**src/design/tdu_pkg.sv**
```systemverilog
// shared types and constants for the tick driven uart
package tdu_pkg;

  localparam int unsigned STEP_W     = 4;
  localparam int unsigned PERIOD_W   = 6;
  localparam int unsigned RX_FIRST_W = 7;
  localparam int unsigned TX_FIRST_W = 6;
  localparam int unsigned CFG_W      = 7;
  localparam int unsigned CFG_IDX_W  = 2;
  localparam int unsigned CNT_W      = 4;

  localparam logic [STEP_W-1:0]     STEP_RST     = 4'd3;
  localparam logic [PERIOD_W-1:0]   PERIOD_RST   = 6'd10;
  localparam logic [RX_FIRST_W-1:0] RX_FIRST_RST = 7'd15;
  localparam logic [TX_FIRST_W-1:0] TX_FIRST_RST = 6'd3;

  localparam logic [CNT_W-1:0] RX_DATA_BITS = 4'd8;
  localparam logic [CNT_W-1:0] TX_START_BIT = 4'd0;
  localparam logic [CNT_W-1:0] TX_LAST_DATA = 4'd8;
  localparam logic [CNT_W-1:0] TX_STOP_BIT  = 4'd9;
  localparam logic [CNT_W-1:0] TX_END_BIT   = 4'd10;

  localparam logic ACT_TICK = 1'b0;
  localparam logic ACT_EDGE = 1'b1;

  typedef enum logic [CFG_IDX_W-1:0] {
    CFG_PHASE_STEP      = 2'd0,
    CFG_BIT_PERIOD      = 2'd1,
    CFG_RX_FIRST_SAMPLE = 2'd2,
    CFG_TX_FIRST_EDGE   = 2'd3
  } cfg_idx_e;

  typedef struct packed {
    logic       action;
    logic       rx_level;
    logic       tx_valid;
    logic [7:0] tx_byte;
  } in_item_t;

  typedef struct packed {
    logic       tx_line;
    logic       tx_taken;
    logic       rx_valid;
    logic [7:0] rx_data;
    logic       rx_busy;
    logic       tx_busy;
  } out_item_t;

  typedef struct packed {
    logic adv;
    logic load;
  } phase_ctl_t;

endpackage

```
**src/design/tdu_phase.sv**
```systemverilog
// phase accumulator and bit event mark for one side of the uart
module tdu_phase #(
  parameter int unsigned PHASE_BITS = 10
) (
  input  logic                         clk_i,
  input  logic                         rst_ni,
  input  tdu_pkg::phase_ctl_t          ctl_i,
  input  logic [PHASE_BITS-1:0]        first_i,
  input  logic [tdu_pkg::STEP_W-1:0]   step_i,
  input  logic [tdu_pkg::PERIOD_W-1:0] period_i,
  output logic                         fire_o
);
  import tdu_pkg::*;

  logic [PHASE_BITS-1:0] phase_q, phase_d;
  logic [PHASE_BITS-1:0] mark_q, mark_d;
  logic [PHASE_BITS-1:0] phase_sum;

  assign phase_sum = phase_q + {{(PHASE_BITS-STEP_W){1'b0}}, step_i};
  assign fire_o    = ctl_i.adv && (phase_sum >= mark_q);

  always_comb begin
    phase_d = phase_q;
    mark_d  = mark_q;
    if (ctl_i.load) begin
      phase_d = '0;
      mark_d  = first_i;
    end else if (ctl_i.adv) begin
      phase_d = phase_sum;
      if (fire_o) begin
        mark_d = mark_q + {{(PHASE_BITS-PERIOD_W){1'b0}}, period_i};
      end
    end
  end

  always_ff @(posedge clk_i or negedge rst_ni) begin
    if (!rst_ni) begin
      phase_q <= '0;
      mark_q  <= '0;
    end else begin
      phase_q <= phase_d;
      mark_q  <= mark_d;
    end
  end

endmodule

```
**src/design/tick_driven_uart_fractional_timing.sv**
```systemverilog
// top level of the tick driven 8n1 uart with fractional bit timing
//
// each input item is either a timer tick or a falling edge seen on the
// receive line; each accepted item yields exactly one result item that
// reports the transmit line level, byte take and receive status after it.
// input and result channels use valid/ready. the item is processed in the
// cycle it is accepted and its result sits in the output register on the
// next cycle; throughput is one item per cycle while results are taken.
// the input stays ready while a result waits as long as the result is
// taken in the same cycle; if the receiver stalls, one result is held and
// the input ready drops until it is taken. no other work is lost.
// both phase accumulators feed the output register through a phase adder
// and compare each; each also adds the bit period to its mark.
// the four timing registers are written through cfg_we_i, cfg_idx_i and cfg_wdata_i;
// the user writes them only while no item is in flight; the block does not enforce it.
// reset returns the line to idle high, both sides to idle and the timing
// registers to their default values; no clearing pass is needed.
module tick_driven_uart_fractional_timing #(
  parameter int unsigned PHASE_BITS = 10
) (
  input  logic                          clk_i,
  input  logic                          rst_ni,
  input  logic                          in_valid_i,
  output logic                          in_ready_o,
  input  tdu_pkg::in_item_t             in_item_i,
  output logic                          out_valid_o,
  input  logic                          out_ready_i,
  output tdu_pkg::out_item_t            out_item_o,
  input  logic                          cfg_we_i,
  input  logic [tdu_pkg::CFG_IDX_W-1:0] cfg_idx_i,
  input  logic [tdu_pkg::CFG_W-1:0]     cfg_wdata_i
);
  import tdu_pkg::*;

  logic [STEP_W-1:0]     step_q;
  logic [PERIOD_W-1:0]   period_q;
  logic [RX_FIRST_W-1:0] rx_first_q;
  logic [TX_FIRST_W-1:0] tx_first_q;

  logic             rx_active_q, rx_active_d;
  logic [CNT_W-1:0] rx_cnt_q, rx_cnt_d;
  logic [7:0]       rx_shift_q, rx_shift_d;
  logic             tx_active_q, tx_active_d;
  logic [CNT_W-1:0] tx_cnt_q, tx_cnt_d;
  logic [7:0]       tx_shift_q, tx_shift_d;
  logic             tx_level_q, tx_level_d;

  logic      out_valid_q;
  out_item_t out_item_q, out_item_d;

  logic       accept, tick, edge_ev;
  logic       rx_fire, tx_fire;
  logic       tx_take, rx_got;
  phase_ctl_t rx_ctl, tx_ctl;

  assign in_ready_o  = !out_valid_q || out_ready_i;
  assign accept      = in_valid_i && in_ready_o;
  assign tick        = accept && (in_item_i.action == ACT_TICK);
  assign edge_ev     = accept && (in_item_i.action == ACT_EDGE);
  assign tx_take     = tick && !tx_active_q && in_item_i.tx_valid && (in_item_i.tx_byte != 8'd0);

  assign rx_ctl.adv  = tick && rx_active_q;
  assign rx_ctl.load = edge_ev && !rx_active_q;
  assign tx_ctl.adv  = tick && tx_active_q;
  assign tx_ctl.load = tx_take;

  tdu_phase #(
    .PHASE_BITS(PHASE_BITS)
  ) u_rx_phase (
    .clk_i    (clk_i),
    .rst_ni   (rst_ni),
    .ctl_i    (rx_ctl),
    .first_i  ({{(PHASE_BITS-RX_FIRST_W){1'b0}}, rx_first_q}),
    .step_i   (step_q),
    .period_i (period_q),
    .fire_o   (rx_fire)
  );

  tdu_phase #(
    .PHASE_BITS(PHASE_BITS)
  ) u_tx_phase (
    .clk_i    (clk_i),
    .rst_ni   (rst_ni),
    .ctl_i    (tx_ctl),
    .first_i  ({{(PHASE_BITS-TX_FIRST_W){1'b0}}, tx_first_q}),
    .step_i   (step_q),
    .period_i (period_q),
    .fire_o   (tx_fire)
  );

  // receiver
  always_comb begin
    rx_active_d = rx_active_q;
    rx_cnt_d    = rx_cnt_q;
    rx_shift_d  = rx_shift_q;
    rx_got      = 1'b0;
    if (rx_ctl.load) begin
      rx_active_d = 1'b1;
      rx_cnt_d    = '0;
      rx_shift_d  = '0;
    end else if (rx_fire) begin
      if (rx_cnt_q < RX_DATA_BITS) begin
        rx_shift_d = {in_item_i.rx_level, rx_shift_q[7:1]};
        rx_cnt_d   = rx_cnt_q + CNT_W'(1);
      end else begin
        rx_got      = in_item_i.rx_level;
        rx_active_d = 1'b0;
      end
    end
  end

  // transmitter
  always_comb begin
    tx_active_d = tx_active_q;
    tx_cnt_d    = tx_cnt_q;
    tx_shift_d  = tx_shift_q;
    tx_level_d  = tx_level_q;
    if (tx_take) begin
      tx_active_d = 1'b1;
      tx_cnt_d    = '0;
      tx_shift_d  = in_item_i.tx_byte;
    end else if (tx_fire) begin
      if (tx_cnt_q == TX_START_BIT) begin
        tx_level_d = 1'b0;
        tx_cnt_d   = tx_cnt_q + CNT_W'(1);
      end else if (tx_cnt_q <= TX_LAST_DATA) begin
        tx_level_d = tx_shift_q[0];
        tx_shift_d = {1'b0, tx_shift_q[7:1]};
        tx_cnt_d   = tx_cnt_q + CNT_W'(1);
      end else if (tx_cnt_q == TX_STOP_BIT) begin
        tx_level_d = 1'b1;
        tx_cnt_d   = tx_cnt_q + CNT_W'(1);
      end else begin
        tx_active_d = 1'b0;
      end
    end
  end

  always_comb begin
    out_item_d.tx_line  = tx_level_d;
    out_item_d.tx_taken = tx_take;
    out_item_d.rx_valid = rx_got;
    out_item_d.rx_data  = rx_got ? rx_shift_q : 8'd0;
    out_item_d.rx_busy  = rx_active_d;
    out_item_d.tx_busy  = tx_active_d;
  end

  always_ff @(posedge clk_i or negedge rst_ni) begin
    if (!rst_ni) begin
      step_q     <= STEP_RST;
      period_q   <= PERIOD_RST;
      rx_first_q <= RX_FIRST_RST;
      tx_first_q <= TX_FIRST_RST;
    end else if (cfg_we_i) begin
      unique case (cfg_idx_i)
        CFG_PHASE_STEP:      step_q     <= cfg_wdata_i[STEP_W-1:0];
        CFG_BIT_PERIOD:      period_q   <= cfg_wdata_i[PERIOD_W-1:0];
        CFG_RX_FIRST_SAMPLE: rx_first_q <= cfg_wdata_i[RX_FIRST_W-1:0];
        CFG_TX_FIRST_EDGE:   tx_first_q <= cfg_wdata_i[TX_FIRST_W-1:0];
        default: ;
      endcase
    end
  end

  always_ff @(posedge clk_i or negedge rst_ni) begin
    if (!rst_ni) begin
      rx_active_q <= 1'b0;
      rx_cnt_q    <= '0;
      rx_shift_q  <= '0;
      tx_active_q <= 1'b0;
      tx_cnt_q    <= '0;
      tx_shift_q  <= '0;
      tx_level_q  <= 1'b1;
      out_valid_q <= 1'b0;
    end else begin
      rx_active_q <= rx_active_d;
      rx_cnt_q    <= rx_cnt_d;
      rx_shift_q  <= rx_shift_d;
      tx_active_q <= tx_active_d;
      tx_cnt_q    <= tx_cnt_d;
      tx_shift_q  <= tx_shift_d;
      tx_level_q  <= tx_level_d;
      if (accept) begin
        out_valid_q <= 1'b1;
      end else if (out_ready_i) begin
        out_valid_q <= 1'b0;
      end
    end
  end

  always_ff @(posedge clk_i) begin
    if (accept) begin
      out_item_q <= out_item_d;
    end
  end

  assign out_valid_o = out_valid_q;
  assign out_item_o  = out_item_q;

`ifndef SYNTHESIS
  a_rx_cnt_range: assert property (@(posedge clk_i) disable iff (!rst_ni)
    rx_cnt_q <= RX_DATA_BITS)
    else $error("rx bit count out of range");

  a_tx_cnt_range: assert property (@(posedge clk_i) disable iff (!rst_ni)
    tx_cnt_q <= TX_END_BIT)
    else $error("tx bit count out of range");

  a_tx_idle_high: assert property (@(posedge clk_i) disable iff (!rst_ni)
    !tx_active_q |-> tx_level_q)
    else $error("tx line low while idle");

  a_rx_done: assert property (@(posedge clk_i) disable iff (!rst_ni)
    out_valid_o && out_item_o.rx_valid |-> !out_item_o.rx_busy)
    else $error("rx byte delivered while still busy");

  a_tx_taken_busy: assert property (@(posedge clk_i) disable iff (!rst_ni)
    tx_take |=> tx_active_q && (tx_cnt_q == TX_START_BIT))
    else $error("tx byte taken without starting");
`endif

endmodule

```
**config.mk**
```make
export PLATFORM = sky130hd
export DESIGN_NAME = tick_driven_uart_fractional_timing
export DESIGN_NICKNAME = d
export VERILOG_FILES = /design/src/design/tdu_pkg.sv /design/src/design/tdu_phase.sv /design/src/design/tick_driven_uart_fractional_timing.sv
export SDC_FILE = /design/constraint.sdc
export NUM_CORES = 1
export LEC_CHECK = 0
export ABC_AREA = 1
export ABC_CLOCK_PERIOD_IN_PS = 4500
export BUFFER_PORTS_ARGS = -buffer_cell sky130_fd_sc_hd__buf_2
export CORE_AREA = 2 2 122 124
export CTS_CLUSTER_SIZE = 30
export DETAILED_ROUTE_END_ITERATION = 8
export DIE_AREA = 0 0 124 126
export GPL_TIMING_DRIVEN = 0
export PLACE_DENSITY = 0.62
export SLEW_MARGIN = 20
export SYNTH_ARGS = -nofsm -noshare
export SYNTH_HDL_FRONTEND = slang
export SYNTH_SLANG_ARGS = --single-unit
```
**constraint.sdc**
```tcl
create_clock -name clk_i -period 4.5 [get_ports clk_i]
set_clock_uncertainty 0.05 [all_clocks]
set_input_delay 0.9 -clock clk_i [delete_from_list [all_inputs] [get_ports clk_i]]
set_output_delay 0.9 -clock clk_i [all_outputs]
set_load 0.02 [all_outputs]
```
After elaboration in Yosys (flattened, before gate mapping)
Index checks and enable logic that the tools add are counted.
W data, S select, Z words.
{"block": "classes", "n_addsub": 6, "multipliers": 0, "div": 0, "order_cmp": 4, "eq_ne": 5, "shift": 0, "mux": 43, "bitwise_logic": 1, "reduce_logical": 35}
{"op": "$mux W10", "n": 10}
{"op": "$mux W8", "n": 7}
{"op": "$mux W4", "n": 8}
{"op": "$add A10 B4 Y10", "n": 2}
{"op": "$add A10 B6 Y10", "n": 2}
{"op": "$ge A10 B10 Y1", "n": 2}
{"op": "$mux W1", "n": 18}
{"op": "$reduce_and A2 Y1", "n": 8}
{"op": "$reduce_bool A2 Y1", "n": 7}
{"op": "$logic_and A1 B1 Y1", "n": 11}
{"op": "$add A4 B1 Y4 const B", "n": 2}
{"op": "$reduce_bool A8 Y1", "n": 1}
{"op": "$eq A2 B2 Y1 const B", "n": 2}
{"op": "$eq A4 B4 Y1 const B", "n": 1}
{"op": "$le A4 B4 Y1 const B", "n": 1}
{"op": "$logic_not A4 Y1", "n": 1}
{"op": "$lt A4 B4 Y1 const B", "n": 1}
{"op": "$reduce_bool A4 Y1", "n": 1}
{"op": "$logic_not A1 Y1", "n": 3}
{"op": "$reduce_and A3 Y1", "n": 1}
{"op": "$eq A2 B1 Y1 const B", "n": 1}
{"op": "$logic_not A2 Y1", "n": 1}
{"op": "$ne A2 B2 Y1 const B", "n": 1}
{"op": "$logic_or A1 B1 Y1", "n": 1}
{"op": "$not A1 Y1", "n": 1}
{"block": "word_totals", "regBits": 104, "latch_bits": 0, "ramBits": 0, "romBits": 0, "input_bits": 25, "output_inout_bits": 15, "elab_cells": 116, "mem_count": 0}

Depth between registers and ports, before layout
Gate-level depths: netlist of the first run.
{"block": "logic_depth", "ltp_word": 9, "mapped_depth": 22}

By module
A second synthesis of the first run with hierarchy kept.
{"block": "hier_totals", "hier_cells": 853, "area_unflattened_um2": 6543.8}
{"module": "tick_driven_uart_fractional_timing", "instances": 1, "cells_each": 321, "area_per_inst_um2": 2916.5, "seq_area_each_um2": 1680.4}
{"module": "tdu_phase at u_rx_phase", "instances": 1, "cells_each": 264, "area_per_inst_um2": 1816.7, "seq_area_each_um2": 500.5}
{"module": "tdu_phase at u_tx_phase", "instances": 1, "cells_each": 268, "area_per_inst_um2": 1810.5, "seq_area_each_um2": 500.5}

Worst setup path before layout of the first run
OpenSTA, ideal clock, no wires.
{"block": "synth_timing", "kind": "reg2reg", "from": "register step_q[0]", "to": "register out_item_q (netlist bit out_item_o[1]), data pin", "setup_ns": 0.276, "arrival_ns": 2.758, "required_time_ns": 4.174, "setup_slack_ns": 1.417, "path_stages_with_launch": 22, "n_path_buf": 1, "synth_period_minus_slack_ns": 3.083, "cell_sequence": "dfstp_2 -> ha_1 -> inv_1 -> fa_1 -> nand3b_1 -> nand2_1 -> nand2_1 -> nor2_1 -> nand2_1 -> nand2_1 -> nand2_1 -> inv_1 -> ha_1 -> nand2_1 -> nor2_1 -> nand3_1 -> nand3_1 -> nand2_4 -> nand2_4 -> nand2_2 -> buf_6 -> o21ai_0"}
{"block": "synth_between", "elab_chain_len": 5}
{"element": "start, declared", "line": "tick_driven_uart_fractional_timing.sv:35", "source": "logic [STEP_W-1:0] step_q;"}
{"element": "start signal, assigned", "line": "tick_driven_uart_fractional_timing.sv:156", "source": "CFG_PHASE_STEP: step_q <= cfg_wdata_i[STEP_W-1:0];"}
{"element": "$add A10 B4 Y10", "line": "tdu_phase.sv:19", "source": "assign phase_sum = phase_q + {{(PHASE_BITS-STEP_W){1'b0}}, step_i};"}
{"element": "$ge A10 B10 Y1", "line": "tdu_phase.sv:20", "source": "assign fire_o = ctl_i.adv && (phase_sum >= mark_q);"}
{"element": "$logic_and A1 B1 Y1", "line": "tdu_phase.sv:20"}
{"element": "$mux W1", "line": "tick_driven_uart_fractional_timing.sv:101", "source": "end else if (rx_fire) begin"}
{"element": "$mux W1", "line": "tick_driven_uart_fractional_timing.sv:97", "source": "if (rx_ctl.load) begin"}
{"element": "via rx_active_d", "line": "tick_driven_uart_fractional_timing.sv:40", "source": "logic rx_active_q, rx_active_d;"}
{"element": "end signal, assigned", "line": "tick_driven_uart_fractional_timing.sv:193", "source": "out_item_q <= out_item_d;"}
{"element": "end, declared", "line": "tick_driven_uart_fractional_timing.sv:49", "source": "out_item_t out_item_q, out_item_d;"}
The timed path passes the listed nets, and every way through them passes these cells.
A chain may end at the register's enable or synchronous reset.

Worst setup path in the final report of the first run
Ends and elaborated chain as after synthesis.

==> reports/qor.yml, run 1 <==
run_status: "finished, final reports clean"
cp-startpoint: "step_q[0]"
synthToLayoutAreaGrowth_pct: 11.7
grt_pass1_wl_um: 24100
ant_nets: 0
finalCriticalPeriod_ns: 3.56
setup_ws_ns: 0.938
final_net_count: 935
p_leak_nw: 3.79
place_hpwl_um: 10600
synth_top_area_cell: "dfrtp_1"
die_x_um: 124
worst_pin_slew_ns: 0.606
synth.top_cells.by_count: "nand2_1, inv_1, nand3_1"
postCtsSetupBuffers: 0
grt_max_degree: 53
clock_latency_ns: 0.36
synth_area_leaders: "dfrtp_1, nand2_1, ha_1, nand3_1, inv_1"
syn_avg_cell_area_sq_um: 7.85
wl_met2_um: 6560
ys_ff_latch: 104
via_per_inst: 4.92
slew_headroom_pct: 59.5
syn_area_sq_um: 6360
setup.worst_path.class: "reg -> reg"
worst_ep_arrival_time_ns: 3.60
ir_drop_mv: 0.256
drive_above_1_share_pct: 11.6
wl_per_cell_um: 13.4
synthesis.nets: 884
syn_inst: 811
cp-start-kind: "flip-flop"
final_core_util_pct: 49.7
drt_pass1_iterations: 4
maxCapViolCount: 0
slew_viol_final: 0
hold_path_class: "in -> async"
port_buffers: 39
htree_levels: 3
worstSetupEndpointType: "flip-flop"
synth.mux.area_fraction_pct: 0.177
synth_top_area_share_pct: 31.5
whs_ns: 0.399
initial_core_util_pct: 44.5
drc: 0
wl_um: 14100
rows: 44
synthXorXnorAreaFrac_pct: 2.34
async_flop_share_pct: 87.5
cts_buffer_depth: 2
synth_top_family_by_area: "simple AND/OR/NAND/NOR gates"
ys.flop_type: "dfrtp_1"
synth_compound_area_share_pct: 6.23
finalSetupTns_ns: 0
fin_crit_sh_pct: 79.1
synth_cell_types: 39
cts.repair.resized: 0
cts_tree: "built"
path_max_fanout: 10
highest_layer: "met4"
synth.most_common_cell: "nand2_1"
gp_congestion: 0.836
root_buffer: "clkbuf_16"
grt_pass1_vias: 4906
place_ws_ns: 0.975
io_pins: 40
antenna_found_initial: 0
vias: 5175
dpl-instance-area_sq_um: 6820
yosysSeqAreaShare_pct: 42.1
setup_viol: 0
yosys_warnings: 0
drt-met1-wl_um: 7030
clk_pin_slew_worst_paths_ns: 0.07
chipHeight_um: 126
hold_buffers: 0
wl_met3_um: 409
cts_sinks: 104
synth_simple_gate_area_share_pct: 30.8
max_freq_mhz: 281
r2r_start: "step_q[0]"
final_cell_area_sq_um: 7110
grt_setup_unrepaired: "false"
drt-initial-drc-count: 351
final-hold-violation-count: 0
yosys.area_share.adder_pct: 9.91
powerDensity_nw_per_um2: 553
die_area_sq_um: 15600
synth-edff-count: 13
grt_usage_pct: 19.6
n_antenna_cell: 0
cts_buffers: 9
coreArea_sq_um: 14300
grt_overflow: 0
required_ns: 4.53
-- final timing paths --
| check | end | slack [ns] | cells past startpoint |
|---|---|---|---|
| setup / recovery | out_item_o[1] | 0.94 | 21 |
| hold / removal | u_tx_phase.mark_q[5] | 0.40 | 1 |
| setup reg to reg | out_item_o[1] | 0.94 | 21 |
| hold reg to reg | rx_shift_q[0] | 0.44 | 2 |
| max in group asynchronous | tx_level_q | 3.36 | 2 |
| min in group clk_i | rx_shift_q[0] | 0.44 | 2 |
-- routing by layer --
layer | up-vias | global-route usage, %
met5 | - | 0
met4 | 0 | 4.16
li1 | 2701 | -
met2 | 62 | 31.3
met1 | 2403 | 27.5
met3 | 9 | 4.12
-- report_power, final --
part           internal [W]  switching (W)
Sequential          0.00123       0.000194
Combinational      0.000668        0.00107
Clock              0.000410       0.000370
Total               0.00230        0.00163
-- state kept, by name, indices dropped and copies added, names as in the netlist, 7 cells and up --
signal / cells
out_item_o: 13
u_rx_phase.mark_q: 10
u_rx_phase.phase_q: 10
u_tx_phase.mark_q: 10
u_tx_phase.phase_q: 10
rx_shift_q: 8
tx_shift_q: 8
rx_first_q: 7
-- through the flow --
stage / power [W] / cells
after floorplan: 0.00275 / 811
after global placement: 0.00314 / 1034
after detailed placement: 0.00317 / 1035
after CTS: 0.00397 / 1051
after global routing: 0.00434 / 1051
final: 0.00393 / 1051
-- critical path: stages, from the launching register on --
cell and delay, ns:
dfstp_2 0.55, ha_1 0.20, inv_1 0.06, fa_1 0.41, nand3b_1 0.20, nand2_1 0.10
nand2_1 0.08, nor2_1 0.14, nand2_1 0.07, nand2_1 0.06, nand2_1 0.06, inv_1 0.06
ha_1 0.21, nand2_1 0.09, a21oi_1 0.05, nor2_1 0.11, nand3_1 0.13, nand2_4 0.15
nand2_4 0.11, nand2_2 0.12, buf_6 0.14, o21ai_0 0.11
-- cells in the final DEF, fill, tap and decap left out, types with 3 or more instances in the layout --
| master | instances |
|---|---|
| a21oi_1 | 15 |
| and2_1 | 6 |
| buf_2 | 40 |
| buf_6 | 6 |
| clkbuf_1 | 4 |
| clkbuf_16 | 9 |
| dfrtp_1 | 80 |
| dfstp_2 | 11 |
| edfxtp_1 | 13 |
| fa_1 | 4 |
| ha_1 | 44 |
| inv_1 | 112 |
| inv_2 | 5 |
| nand2_1 | 252 |
| nand2_2 | 3 |
| nand2_4 | 4 |
| nand3_1 | 99 |
| nand3b_1 | 4 |
| nand4_1 | 9 |
| nor2_1 | 46 |
| nor2_8 | 3 |
| o21a_1 | 3 |
| o21ai_0 | 42 |
| o22ai_1 | 6 |
| or2_2 | 4 |
| xnor2_1 | 7 |
| xor2_1 | 10 |
-- area by class of cell --
type / count / area (sq um)
plain buffers: 13 / 96.3
clock buffers: 11 / 253
clock inverters: 5 / 35.0
fillers: 1445 / 7200
inverters: 117 / 439
multi-input cells: 577 / 3150
flip-flops and latches: 104 / 2680
well taps: 184 / 230
repair buffers: 40 / 229
-- logic make-up (layout without fill, tap and decap cells) --
| logic type | count (synthesis) | count (layout) |
|---|---|---|
| AOI/OAI and AO/OA | 72 | 72 |
| xor gates and xnor gates | 17 | 17 |
| adders and majority gates | 48 | 48 |
| buffers and inverters | 130 | 186 |
| DFF | 104 | 104 |
| muxes | 1 | 1 |
| and+or+nand+nor | 439 | 439 |
Power figures use the tool's default switching activity.
==> inputs of run 2 (changes only) <==
--- a/config.mk
+++ b/config.mk
@@ -5,15 +5,15 @@
 export SDC_FILE = /design/constraint.sdc
 export NUM_CORES = 1
 export LEC_CHECK = 0
-export ABC_AREA = 1
-export ABC_CLOCK_PERIOD_IN_PS = 4500
+export ABC_AREA = 0
+export ABC_CLOCK_PERIOD_IN_PS = 3450
 export BUFFER_PORTS_ARGS = -buffer_cell sky130_fd_sc_hd__buf_2
-export CORE_AREA = 2 2 122 124
+export CORE_AREA = 2 2 118 120
 export CTS_CLUSTER_SIZE = 30
 export DETAILED_ROUTE_END_ITERATION = 8
-export DIE_AREA = 0 0 124 126
+export DIE_AREA = 0 0 120 122
 export GPL_TIMING_DRIVEN = 0
-export PLACE_DENSITY = 0.62
+export PLACE_DENSITY = 0.61
 export SLEW_MARGIN = 20
 export SYNTH_ARGS = -nofsm -noshare
 export SYNTH_HDL_FRONTEND = slang
==> constraint.sdc (replaced) <==
create_clock -name clk_i -period 3.45 [get_ports clk_i]
set_clock_uncertainty 0.05 [all_clocks]
set_input_delay 0.69 -clock clk_i [delete_from_list [all_inputs] [get_ports clk_i]]
set_output_delay 0.69 -clock clk_i [all_outputs]
set_load 0.02 [all_outputs]
==> reports/qor.yml, run 2 <==
run_status: "complete, but fails checks"  # was finished, final reports clean
violations: "negative setup slack"
die_x_um: 120  # was 124 um
antenna_found_initial: 0  # unchanged
gp_congestion: 0.877  # was 0.836
final_common_cell: "dfrtp_1"  # was nand2_1
grt_pass1_wl_um: 22100  # was 24100 um
maxCapViolCount: 0  # unchanged
drive_above_1_share_pct: 30.8  # was 11.6%
powerDensity_nw_per_um2: 749  # was 553 nW/um^2
drc: 0  # unchanged
grt_pass1_vias: 4600  # was 4906
synth-edff-count: 13  # unchanged
cts_tree: "built"  # unchanged
slowest_delay_ns: 0.55  # about the same
worst_pin_slew_ns: 0.790  # was 0.606 ns
slew_headroom_pct: 46.8  # was 59.5%
setup.worst_path.class: "reg -> reg"  # unchanged
wl_um: 13600  # was 14100 um
chipHeight_um: 122  # was 126 um
yosysSeqAreaShare_pct: 45.5  # was 42.1%
drt_pass1_iterations: 4  # unchanged
synth_top_area_share_pct: 34.0  # was 31.5%
cts_buffer_depth: 2  # unchanged
syn_inst: 559  # was 811
grt_overflow: 0  # unchanged
p_int_w: 0.00331  # was 0.00230 W
yosys_warnings: 0  # unchanged
worstSetupEndpointType: "flip-flop"  # unchanged
rows: 43  # was 44
port_buffers: 39  # unchanged
place_ws_ns: -0.398  # was 0.975 ns
place_hpwl_um: 9410  # was 10600 um
required_ns: 3.64  # was 4.53 ns
setup_viol: 24  # was 0
coreArea_sq_um: 13500  # was 14300 sq um
slew_viol_final: 0  # unchanged
syn_area_sq_um: 5890  # was 6360 sq um
setup_ws_ns: -0.0899  # was 0.938 ns
switchingPower_w: 0.00217  # was 0.00163 W
fillers: 1164  # was 1445
final_net_count: 714  # was 935
synth.most_common_cell: "dfrtp_1"  # was nand2_1
fin_crit_sh_pct: 103  # was 79.1%
synth_area_leaders: "dfrtp_1, ha_1, edfxtp_1, dfstp_2, mux2_2"  # was dfrtp_1, nand2_1, ha_1, nand3_1, inv_1
final_cell_mix: "dfrtp_1, nand2_1, buf_2"  # was nand2_1, inv_1, nand3_1
async_flop_share_pct: 87.5  # unchanged
finalCriticalPeriod_ns: 3.54  # was 3.56 ns
n_antenna_cell: 0  # unchanged
htree_levels: 3  # unchanged
ys.flop_type: "dfrtp_1"  # unchanged
grt_max_degree: 52  # was 53
vias: 4575  # was 5175
grt_setup_unrepaired: "true"  # was false
via_per_inst: 5.54  # was 4.92
clk_pin_slew_worst_paths_ns: 0.07  # about the same
synthToLayoutAreaGrowth_pct: 24.2  # was 11.7%
ys_ff_latch: 104  # unchanged
seq_power_share_pct: 33.5  # was 36.1%
die_area_sq_um: 14600  # was 15600 sq um
cp-start-kind: "flip-flop"  # unchanged
ant_nets: 0  # unchanged
switching_share_pct: 39.6  # was 41.4%
cts_sinks: 104  # unchanged
wl_per_cell_um: 16.4  # was 13.4 um
worst_ep_arrival_time_ns: 3.73  # was 3.60 ns
cts_buffers: 9  # unchanged
initial_core_util_pct: 43.6  # was 44.5%
grt_usage_pct: 19.1  # was 19.6%
drt-initial-drc-count: 250  # was 351
synthesis.nets: 632  # was 884
combPwrFrac_pct: 48.4  # was 44.1%
synth.top_cells.by_count: "dfrtp_1, nand2_1, ha_1"  # was nand2_1, inv_1, nand3_1
io_pins: 40  # unchanged
final_core_util_pct: 54.1  # was 49.7%
dpl-instance-area_sq_um: 6340  # was 6820 sq um
clock_latency_ns: 0.36  # about the same
path_max_fanout: 6  # was 10
hold_path_class: "in -> async"  # unchanged
p_total_w: 0.00548  # was 0.00393 W
final_cell_area_sq_um: 7310  # was 7110 sq um
root_buffer: "clkbuf_16"  # unchanged
clkPwrFrac_pct: 18.1  # was 19.8%
hold_buffers: 0  # unchanged
max_freq_mhz: 282  # was 281 MHz
final-hold-violation-count: 0  # unchanged
cpMaxStageDelayCell: "dfstp_2"  # unchanged
synth_cell_types: 67  # was 39
synth_top_area_cell: "dfrtp_1"  # unchanged
syn_avg_cell_area_sq_um: 10.5  # was 7.85 sq um
p_leak_nw: 3.30  # was 3.79 nW
ir_drop_mv: 0.291  # was 0.256 mV
worstPathCellList: "ha_4, inv_2, fa_2, inv_2, a21oi_2, o21bai_2, buf_4, xor2_2, ha_4, a21oi_2, a211oi_2, a2111o_1, o21ai_4, buf_6, nor2_4, a221o_1"  # was ha_1, inv_1, fa_1, nand3b_1, nand2_1, nand2_1, nor2_1, nand2_1, nand2_1, nand2_1, inv_1, ha_1, nand2_1, a21oi_1, nor2_1, nand3_1, nand2_4, nand2_4, nand2_2, buf_6, o21ai_0
largest_register_ffs: 13  # unchanged
## run 2: cell types whose count changed in the layout (fill, tap and decap cells not counted), moves of 7 or more
cell,previous run,this run
mux2_2,1,23
mux2i_1,0,9
nand3_1,99,20
a221o_1,0,12
a211oi_1,0,7
nand2_1,252,47
nand4_1,9,2
nor2_1,46,26
a21oi_2,0,7
buf_4,2,25
inv_1,112,36
o21ai_0,42,26
## run 2: final cells by class
class	instances	area (sq um)	share of cell area, %
Buffer	16	109	1.49
Clock buffer	10	229	3.13
Clock inverter	6	52.6	0.719
Inverter	40	150	2.05
Multi-Input combinational cell	399	3370	46.1
Sequential cell	104	2680	36.7
Tap cell	180	225	3.08
Timing Repair Buffer	71	493	6.74
## run 2: logic make-up (layout without fill, tap and decap cells)
| group | after synthesis | in the layout | synth area share, % |
|---|---|---|---|
| flops | 104 | 104 | 45.5 |
| compound gates | 138 | 138 | 16.8 |
| buf+inv | 57 | 143 | 3.93 |
| xor+xnor | 18 | 18 | 2.68 |
| mux | 34 | 34 | 6.31 |
| simple gates | 159 | 160 | 13.9 |
| fa+ha+maj | 49 | 49 | 10.9 |
## run 2: power by group through the flow
stage                     registers [W]  clock network (W)  logic [W]
final                           0.00184           0.000989    0.00265
after floorplan                 0.00177                  0    0.00160
after global placement          0.00183                  0    0.00196
after detailed placement        0.00184                  0    0.00207
after CTS                       0.00183            0.00102    0.00237
after global routing            0.00188            0.00106    0.00295
## run 2: through the flow
step / hold WS [ns] / instances / TNS (ns)
2_1_floorplan: 0.344 / 559 / 0
5_1_grt: 0.217 / 826 / -5.54
3_3_place_gp: 0.418 / 778 / -4.86
3_5_place_dp: 0.431 / 779 / -7.41
6_report: 0.187 / 826 / -1.04
4_1_cts: 0.207 / 810 / -2.86
## run 2: path summary, 6_finish.rpt
check | startpoint | to | slack [ns] | cells after the start
setup / recovery | step_q[0] | u_tx_phase.mark_q[1] | -0.09 | 16
hold reg to reg | rx_cnt_q[2] | rx_cnt_q[2] | 0.43 | 1
max in group asynchronous | rst_ni | rx_first_q[1] | 2.53 | 2
setup reg to reg | step_q[0] | u_tx_phase.mark_q[1] | -0.09 | 16
hold / removal | rst_ni | tx_first_q[5] | 0.19 | 1
min in group clk_i | rx_cnt_q[2] | rx_cnt_q[2] | 0.43 | 1
## run 2: critical path: cells and delay by family, from the launching register on
kind | cells | cell delay (ns)
AO/OA/AOI/OAI | 7 | 1.44
XOR/XNOR | 1 | 0.17
adder cells (fa/ha/maj) | 3 | 0.71
buffers and inverters | 4 | 0.44
flip-flops | 1 | 0.55
AND/OR/NAND/NOR | 1 | 0.04
## run 2: repair_timing
item                       4_1_cts  5_1_grt
gates resized for setup         57       48
setup buffers                   16       14
cloned                           0        2
setup endpoints to repair       55       57
pin swaps                       35       33
## run 2: per-layer routing
| layer | track usage [%] | part of all wire, % | vias up |
|---|---|---|---|
| li1 | - | - | 2203 |
| met1 | 25.6 | 47 | 2271 |
| met2 | 31.1 | 48 | 85 |
| met3 | 3.00 | 3.1 | 16 |
| met4 | 7.79 | 1.8 | 0 |
| met5 | 0 | 0 | - |
